[src/sv/bda_pkg.sv]
// Shared constants for the binary to decimal ASCII converter.
// Used by the conversion pipeline and the top level. No dependencies.
package bda_pkg;

  // width of one BCD digit
  localparam int DIGIT_W = 4;

  // ASCII code of '0' at the width of the output character
  localparam logic [5:0] ASCII_ZERO = 6'd48;

  // number of double dabble register stages
  localparam int STAGES = 4;

  // log10(2) as a ratio, used to size the digit count at elaboration
  localparam int LOG2_NUM = 30103;
  localparam int LOG2_DEN = 100000;

endpackage

[src/sv/bda_dabble_pipe.sv]
// Pipelined double dabble converter: binary number in, packed BCD digits out.
// Depends on bda_pkg for the digit width and the stage count.
module bda_dabble_pipe #(
  parameter int VALUE_BITS = 16,
  parameter int MAX_DIGITS = 5
) (
  input  logic                                   clk,
  input  logic                                   rst,
  input  logic                                   in_valid,
  output logic                                   in_ready,
  input  logic [VALUE_BITS-1:0]                  in_value,
  output logic                                   out_valid,
  input  logic                                   out_ready,
  output logic [MAX_DIGITS*bda_pkg::DIGIT_W-1:0] out_bcd
);

  localparam int BPS   = (VALUE_BITS + bda_pkg::STAGES - 1) / bda_pkg::STAGES;
  localparam int PAD_W = BPS * bda_pkg::STAGES;
  localparam int BCD_W = MAX_DIGITS * bda_pkg::DIGIT_W;

  typedef logic [BCD_W-1:0] bcd_t;
  typedef logic [PAD_W-1:0] bin_t;

  logic [bda_pkg::STAGES:0] vld;
  logic [bda_pkg::STAGES:0] rdy;
  bcd_t                     bcd [bda_pkg::STAGES+1];
  bin_t                     bin [bda_pkg::STAGES+1];

  // One stage worth of shift-add-3 steps on the BCD word
  function automatic bcd_t dabble_bcd(input bcd_t b_in, input bin_t v_in);
    bcd_t b;
    bin_t v;
    b = b_in;
    v = v_in;
    for (int s = 0; s < BPS; s++) begin
      for (int d = 0; d < MAX_DIGITS; d++) begin
        if (b[d*bda_pkg::DIGIT_W +: bda_pkg::DIGIT_W] >= 4'd5) begin
          b[d*bda_pkg::DIGIT_W +: bda_pkg::DIGIT_W] =
            b[d*bda_pkg::DIGIT_W +: bda_pkg::DIGIT_W] + 4'd3;
        end
      end
      b = {b[BCD_W-2:0], v[PAD_W-1]};
      v = {v[PAD_W-2:0], 1'b0};
    end
    return b;
  endfunction

  // Ready ripples back from the output: a stage takes a beat when empty or moving on
  assign rdy[bda_pkg::STAGES] = !vld[bda_pkg::STAGES] || out_ready;
  for (genvar k = 0; k < bda_pkg::STAGES; k++) begin : g_rdy
    assign rdy[k] = !vld[k] || rdy[k+1];
  end

  assign in_ready  = rdy[0];
  assign out_valid = vld[bda_pkg::STAGES];
  assign out_bcd   = bcd[bda_pkg::STAGES];

  // Advance the valid bits of the input register and the conversion stages
  always_ff @(posedge clk) begin
    if (rst) begin
      vld <= '0;
    end else begin
      if (rdy[0]) begin
        vld[0] <= in_valid;
      end
      for (int k = 1; k <= bda_pkg::STAGES; k++) begin
        if (rdy[k]) begin
          vld[k] <= vld[k-1];
        end
      end
    end
  end

  // Input register pads the number with leading zeros and clears the BCD word;
  // conversion stages then take BPS bits each
  always_ff @(posedge clk) begin
    if (rdy[0]) begin
      bcd[0] <= '0;
      bin[0] <= PAD_W'(in_value);
    end
    for (int k = 1; k <= bda_pkg::STAGES; k++) begin
      if (rdy[k]) begin
        bcd[k] <= dabble_bcd(bcd[k-1], bin[k-1]);
        bin[k] <= bin[k-1] << BPS;
      end
    end
  end

endmodule

[src/sv/binary_to_decimal_ascii_core.sv]
// Binary to decimal ASCII converter, top level.
// Depends on bda_pkg and bda_dabble_pipe.
//
// Usage:
//   Slave channel s_*: one beat per number; s_tdata holds the number in its
//   low VALUE_BITS bits. Master channel m_*: one beat per decimal digit,
//   most significant first, leading zeros dropped; zero gives a single '0'.
//   m_tlast marks the least significant digit of each number.
// Path: an accepted number passes the input register, four double dabble
//   stages and the output sequencer before its first digit shows on m_*.
// Throughput: one digit per cycle on m_* while m_tready is high; a number
//   has 1 to 5 digits at 16 bits, and the output sequencer walks the
//   digits of one number at a time. The conversion pipeline takes a new
//   number every cycle while it has room.
// Reset: rst, synchronous, empties the pipeline and the output sequencer;
//   nothing else is held between numbers.
// Stall: while m_tready is low the current digit is held; the pipeline
//   fills behind it and then drops s_tready. Nothing is lost or repeated.
module binary_to_decimal_ascii_core #(
  parameter int VALUE_BITS = 16
) (
  input  logic                                 clk,
  input  logic                                 rst,
  input  logic                                 s_tvalid,
  output logic                                 s_tready,
  // fields from bit 0: number[VALUE_BITS-1:0], zero fill
  input  logic [((VALUE_BITS + 7) / 8) * 8-1:0] s_tdata,
  output logic                                 m_tvalid,
  input  logic                                 m_tready,
  // fields from bit 0: digit_char[5:0], zero fill
  output logic [7:0]                           m_tdata,
  output logic                                 m_tlast
);

  localparam int MAX_DIGITS = (VALUE_BITS * bda_pkg::LOG2_NUM) / bda_pkg::LOG2_DEN + 1;
  localparam int BCD_W      = MAX_DIGITS * bda_pkg::DIGIT_W;
  localparam int IDX_W      = $clog2(MAX_DIGITS);

  logic                            p_valid;
  logic                            p_ready;
  logic [BCD_W-1:0]                p_bcd;
  logic [BCD_W-1:0]                bcd;
  logic [IDX_W-1:0]                idx;
  logic [IDX_W-1:0]                top_idx;
  logic                            busy;
  logic                            out_beat;
  logic                            load;
  logic [bda_pkg::DIGIT_W-1:0]     cur_digit;

  bda_dabble_pipe #(
    .VALUE_BITS (VALUE_BITS),
    .MAX_DIGITS (MAX_DIGITS)
  ) u_pipe (
    .clk       (clk),
    .rst       (rst),
    .in_valid  (s_tvalid),
    .in_ready  (s_tready),
    .in_value  (s_tdata[VALUE_BITS-1:0]),
    .out_valid (p_valid),
    .out_ready (p_ready),
    .out_bcd   (p_bcd)
  );

  // Find the most significant non-zero digit; zero keeps digit 0
  always_comb begin
    top_idx = '0;
    for (int d = 0; d < MAX_DIGITS; d++) begin
      if (p_bcd[d*bda_pkg::DIGIT_W +: bda_pkg::DIGIT_W] != '0) begin
        top_idx = IDX_W'(d);
      end
    end
  end

  // Take the next number once the last digit of the current one leaves
  assign out_beat = m_tvalid && m_tready;
  assign p_ready  = !busy || (out_beat && idx == '0);
  assign load     = p_valid && p_ready;

  always_ff @(posedge clk) begin
    if (rst) begin
      busy <= 1'b0;
      idx  <= '0;
    end else if (load) begin
      busy <= 1'b1;
      idx  <= top_idx;
    end else if (out_beat) begin
      if (idx == '0) begin
        busy <= 1'b0;
      end else begin
        idx <= idx - 1'b1;
      end
    end
  end

  always_ff @(posedge clk) begin
    if (load) begin
      bcd <= p_bcd;
    end
  end

  // Present the selected digit as ASCII
  assign cur_digit = bcd[idx*bda_pkg::DIGIT_W +: bda_pkg::DIGIT_W];
  assign m_tvalid  = busy;
  assign m_tdata   = {2'b00, bda_pkg::ASCII_ZERO + {2'b00, cur_digit}};
  assign m_tlast   = (idx == '0);

`ifndef SYNTH
  // First digit of a number is never a suppressed zero
  a_lead_digit: assert property (@(posedge clk) disable iff (rst)
    load |=> (m_tdata[3:0] != 4'd0 || m_tlast))
    else $error("leading zero digit emitted");

  // Digit pointer stays inside the BCD word
  a_idx_range: assert property (@(posedge clk) disable iff (rst)
    busy |-> (32'(idx) < MAX_DIGITS))
    else $error("digit index out of range");

  // A new number is loaded only when the sequencer is free or finishing
  a_no_overwrite: assert property (@(posedge clk) disable iff (rst)
    (load && busy) |-> (out_beat && m_tlast))
    else $error("sequencer overwritten mid-number");
`endif

endmodule
[config.mk]
export PLATFORM = sky130hd
export DESIGN_NAME = binary_to_decimal_ascii_core
export DESIGN_NICKNAME = d
export VERILOG_FILES = /design/src/sv/bda_pkg.sv /design/src/sv/bda_dabble_pipe.sv /design/src/sv/binary_to_decimal_ascii_core.sv
export SDC_FILE = /design/constraint.sdc
export NUM_CORES = 1
export LEC_CHECK = 0
export ABC_AREA = 1
export BUFFER_PORTS_ARGS = -buffer_cell sky130_fd_sc_hd__buf_2
export CORE_MARGIN = 5
export CORE_UTILIZATION = 54
export DETAILED_ROUTE_END_ITERATION = 16
export PLACE_DENSITY = 0.82
export SYNTH_ARGS = -nofsm -noshare
export SYNTH_HDL_FRONTEND = slang
export SYNTH_SLANG_ARGS = --single-unit
[constraint.sdc]
create_clock -name clk -period 3.6 [get_ports clk]
set_input_delay 0.54 -clock clk [delete_from_list [all_inputs] [get_ports clk]]
set_output_delay 0.54 -clock clk [all_outputs]
set_load 0.02 [all_outputs]
### Word-level counts from Yosys, hierarchy flattened

Memories as Yosys holds them, arrays and structs flattened.
Cells that the tools add are included.

* shift operators: 1
* reduce and logical (&&, ||, !) cells: 24
* $lt $le $gt $ge: 80
* equality and inequality tests: 1
* add/subtract/negate cells: 82
* muxes and demuxes: 180

Operators by type and width (count)
* $mux 4: 128
* $ge 4x3->1 const B: 80
* $add 4x2->4 const B: 64
* $mux 3: 38
* $add 3x2->3 const B: 16
* $shiftx 20x6->4: 1
* $reduce_bool 4->1: 4
* $mux 1: 14
* $add 5x5->6 const A: 1
* $logic_not 1->1: 6
* $logic_or 1x1->1: 6
* $reduce_and 2->1: 2
* $reduce_bool 2->1: 2
* $logic_and 1x1->1: 3
* $logic_not 3->1: 1
* $sub 3x1->3 const B: 1
* $ne 2x1->1 const B: 1

* bits in writable memories: 180
* register bits: 29
* word-level logic and storage cells: 378
* memories: 2
* output and inout bits: 11

Memory list
* u_pipe.bcd: words 5, width 20, rd ports 5, clocked after memory_dff 0, wr ports 5, RTL line bda_dabble_pipe.sv:26 `bcd_t bcd [bda_pkg::STAGES+1];`
* u_pipe.bin: words 5, width 16, rd ports 4, clocked after memory_dff 0, wr ports 5, RTL line bda_dabble_pipe.sv:27 `bin_t bin [bda_pkg::STAGES+1];`

### Depth between registers and ports, before layout

* depth after elaboration: 17
* depth in mapped cells: 25

### By module

A second synthesis with hierarchy kept.

* cells, all modules: 928
* area, all modules: 7741.2 sq um

By module, submodules not included
* bda_dabble_pipe: cells each 803, sequential area each 2802.7 sq um, instances 1, area an instance 6538.8 sq um
* binary_to_decimal_ascii_core: cells each 125, sequential area each 680.7 sq um, instances 1, area an instance 1202.4 sq um

### Least setup slack after synthesis

OpenSTA, ideal clock, no wires.

* path kind: register to output
* from: register idx[0]
* to: output port s_tready
* required time: 3.060 ns
* slack: -0.563 ns
* cell stages (with the launch flop): 17
* data arrival time: 3.623 ns
* path through: dfxtp_1 clkbuf_1 inv_1 clkbuf_1 ha_1 nand2_1 inv_1 nor2_1 nor2_1 nor2_1 inv_1 nor2_1 inv_1 nor2_1 inv_1 nor2_1 nand2_1

* cells in the longest elaborated chain, start to end: 8

Ends and longest elaborated chain
* start: declaration: RTL line binary_to_decimal_ascii_core.sv:43 `logic [IDX_W-1:0] idx;`
* start signal: assignment: RTL line binary_to_decimal_ascii_core.sv:85 `idx <= top_idx;`
* start signal: assignment: RTL line binary_to_decimal_ascii_core.sv:90 `idx <= idx - 1'b1;`
* $logic_not 3->1
* named net m_tlast: RTL line binary_to_decimal_ascii_core.sv:32 `output logic m_tlast`
* $logic_and 1x1->1: RTL line binary_to_decimal_ascii_core.sv:76 `assign p_ready = !busy || (out_beat && idx == '0);`
* $logic_or 1x1->1: RTL line binary_to_decimal_ascii_core.sv:76
* $logic_or 1x1->1: RTL line bda_dabble_pipe.sv:49 `assign rdy[bda_pkg::STAGES] = !vld[bda_pkg::STAGES] || out_ready;`
* named net u_pipe.rdy (one bit): RTL line bda_dabble_pipe.sv:25 `logic [bda_pkg::STAGES:0] rdy;`
* $logic_or 1x1->1: RTL line bda_dabble_pipe.sv:51 `assign rdy[k] = !vld[k] || rdy[k+1];`
* named net u_pipe.rdy (one bit): RTL line bda_dabble_pipe.sv:25
* $logic_or 1x1->1: RTL line bda_dabble_pipe.sv:51
* named net u_pipe.rdy (one bit): RTL line bda_dabble_pipe.sv:25
* $logic_or 1x1->1 (2 in a row): RTL line bda_dabble_pipe.sv:51
* end: declaration: RTL line binary_to_decimal_ascii_core.sv:25 `output logic s_tready,`

The timed path passes the listed nets, and every way through them passes these cells.

### Worst setup path in the final report

* from: register idx[0]
* to: output port s_tready

* cells in the longest elaborated chain, start to end: 8

Ends and longest elaborated chain (RTL line)
* $logic_not 3->1: binary_to_decimal_ascii_core.sv:76
* $logic_and 1x1->1: binary_to_decimal_ascii_core.sv:76
* $logic_or 1x1->1: binary_to_decimal_ascii_core.sv:76
* $logic_or 1x1->1: bda_dabble_pipe.sv:49
* named net u_pipe.rdy (one bit): bda_dabble_pipe.sv:25
* $logic_or 1x1->1: bda_dabble_pipe.sv:51
* named net u_pipe.rdy (one bit): bda_dabble_pipe.sv:25
* $logic_or 1x1->1: bda_dabble_pipe.sv:51
* named net u_pipe.rdy (one bit): bda_dabble_pipe.sv:25
* $logic_or 1x1->1 (2 in a row): bda_dabble_pipe.sv:51

The timed path passes the listed nets, and every way through them passes these cells.

==> impl_metrics.yaml <==
outcome:
  status: "finished, final reports clean"
setup_path:
  path_buf_inv: 6
  r2r_end: "u_pipe.bcd[0][46]"
  rrSetupSlack_ps: 320
  cp_max_fo: 20
  cp_cell_sequence: "inv_1 > ha_1 > nand2_1 > inv_1 > nor2_1 > nor2_1 > nor2_1 > clkinvlp_4 > nor2_1 > inv_2 > nor2_1 > inv_4 > nor2_4 > nand2_4 > buf_2"
  cp_top_family: "simple AND/OR/NAND/NOR gates"
  critPathRequiredTime_ps: 3060
  cp_common_cell: "nor2_1"
  path_class: "reg2out"
  cp_slowest_cell: "dfxtp_2"
  crit_path_max_incr_delay_ps: 410
  end_kind: "primary output"
  timing.rr.start: "u_pipe.bcd[0][20]"
  arrival_ps: 2760
  cp-start-kind: "register"
  rr_worst_depth: 23
routing:
  ant_nets: 0
  drtPass1Iterations: 4
  wl_per_cell_um: 10.76
  drc: 0
  viasPerCell: 4.955
  dr.first_iter.drc_count: 182
  vias: 5540
  drt_wl_total_mm: 12.03
timing:
  tightestPinTransition_ps: 639.4
  min_period_over_period_pct: 91.66
  fin_tns_setup_ps: 0
  drv_slew: 0
  hold_viol_final: 0
  rsz0062_at_grt: "false"
  max_slew_margin_pct: 57.33
  setup_viol: 0
  clock_skew_ps: 6.214
  whs_ps: 293.2
  fmax_mhz: 303.0
  finalCriticalPeriod_ps: 3300
flow_run:
  cap_violations: 0
synthesis:
  synth_edf_count: 110
  yosysTopAreaCellShare_pct: 44.04
  synth.most_common_cell: "nand2_1"
  yosysWarningCount: 0
  synth_common_cells: "nand2_1, inv_1, edfxtp_1"
  ys_ff_latch: 119
  async_reset_ff_share_pct: 0
  syn_area_per_cell_um2: 8.532
  yosysUniqueCellTypes: 42
  synth_seq_area_share_pct: 46.45
  yosysTopAreaCell: "edfxtp_1"
  synthFlopType: "edfxtp_1"
  syn_inst: 879
  syn_area_um2: 7500
  netlist_top_cells_area: "edfxtp_1, nand2_1, inv_1"
clocking:
  ctsHoldBuffers: 0
  cts-root-buf: "clkbuf_16"
  clk_pin_slew_ps: 50
  cts_buffers: 17
  clock_path_buffers: 2
  cts_tree: "yes"
  clk-insertion-delay-late_ps: 420
  htree_levels: 4
  cts.sinks: 119
layout:
  nNetsFinal: 981
  fillerInstances: 1166
  antennaDiodeCount: 0
  syn2layout_area_growth_pct: 13.38
  postLayoutCellArea_um2: 8503
  drive_above_1_share_pct: 18.66
floorplan:
  placementRows: 43
  initial_core_util_pct: 54.45
  die_height_um: 127.9
  die_x_um: 127.9
  ios: 31
  core_um2: 13770
  die_area_um2: 16350
placed_design:
  portBuffers: 26
  dpl.hpwl_mm: 9.179
  finalWeightedCongestion: 0.8104
  place_area_um2: 7873
hold_path:
  holdPathStages: 1
  whs_endpoint: "u_pipe.bin[0][14]"
  hold_start: "s_tdata[14]"
  hp-class: "in2reg"
global_routing:
  grt_use_total_pct: 15.72
  grt_pass1_vias: 5071
  antenna_found_initial: 0
  grt_max_degree: 22
  grt_pass1_wl_mm: 20.72
  overflow: 0
==> kinds of logic (layout without fill, tap and decap cells) <==
| logic type | after synthesis | after routing | synth area share [%] |
|---|---|---|---|
| compound gates | 88 | 88 | 7.524 |
| flops | 119 | 119 | 46.45 |
| xor+xnor | 19 | 19 | 2.669 |
| other cells | 2 | 4 | 0.1001 |
| fa+ha+maj | 36 | 36 | 6.006 |
| simple gates | 445 | 445 | 28.55 |
| buf+inv | 170 | 227 | 8.709 |
==> registers in the layout, summed over array words and instances, names as in the netlist <==
| register | cells |
|---|---|
| u_pipe.bcd | 50 |
| m_tvalid | 1 |
| u_pipe.bin | 40 |
| idx | 3 |
| bcd | 20 |
| u_pipe.vld | 5 |
==> what timing repair did <==
action | CTS | global route
gates resized for setup | 0 | 14
setup buffers | 0 | 1
setup endpoints to repair | 0 | 5
hold endpoints to repair | 0 | 0
==> how the worst max path moves through the flow <==
stage / startpoint / to / cells past startpoint
5_1_grt: u_pipe.bcd[0][20] / u_pipe.bcd[0][46] / 23
2_1_floorplan: idx[0] / s_tready / 16
3_3_place_gp: u_pipe.bcd[0][20] / u_pipe.bcd[0][46] / 23
4_1_cts: u_pipe.bcd[0][20] / u_pipe.bcd[0][46] / 23
3_5_place_dp: u_pipe.bcd[0][20] / u_pipe.bcd[0][46] / 23
6_report: idx[0] / s_tready / 15
==> stage by stage <==
stage	utilization (%)	setup WS, ps	instances
CTS	61.34	77.97	1117
floorplan	-	109.8	881
detailed placement	57.16	118.0	1085
global route	61.74	11.66	1118
finish	61.74	300.1	1118
global placement	57.16	313.3	1085
==> routing by layer <==
metal,GRT usage [%],wire length [um]
met2,28.37,6317
met4,6.804,300
met5,0,0
met1,16.79,4966
met3,5.042,442
==> placed cells by master (no fill, tap or decap), types with 13 or more instances in the layout <==
cell type,Yosys,layout
buf_2,0,26
inv_2,9,13
o21ai_0,20,20
nand3_2,14,13
ha_1,36,35
nor2_1,26,25
nand2_2,46,47
nand2_1,248,246
inv_1,154,148
xor2_1,15,15
edfxtp_1,110,110
clkbuf_16,0,17
a21oi_1,27,26
nand4_1,17,17
nand3_1,71,71
==> final cells by class <==
| class | count | area (um^2) | share of cell area, % |
|---|---|---|---|
| clock buffer | 20 | 446.7 | 5.253 |
| clock inverter | 12 | 128.9 | 1.516 |
| inverter | 163 | 618.1 | 7.269 |
| multi-input combinational | 592 | 3425 | 40.27 |
| sequential | 119 | 3485 | 40.98 |
| tap | 180 | 225.2 | 2.649 |
| timing repair buffer | 32 | 175.2 | 2.060 |
Power is left out: the tool's default activity adds up to more than one toggle a clock period on the data nets, which glitch-free logic cannot reach.
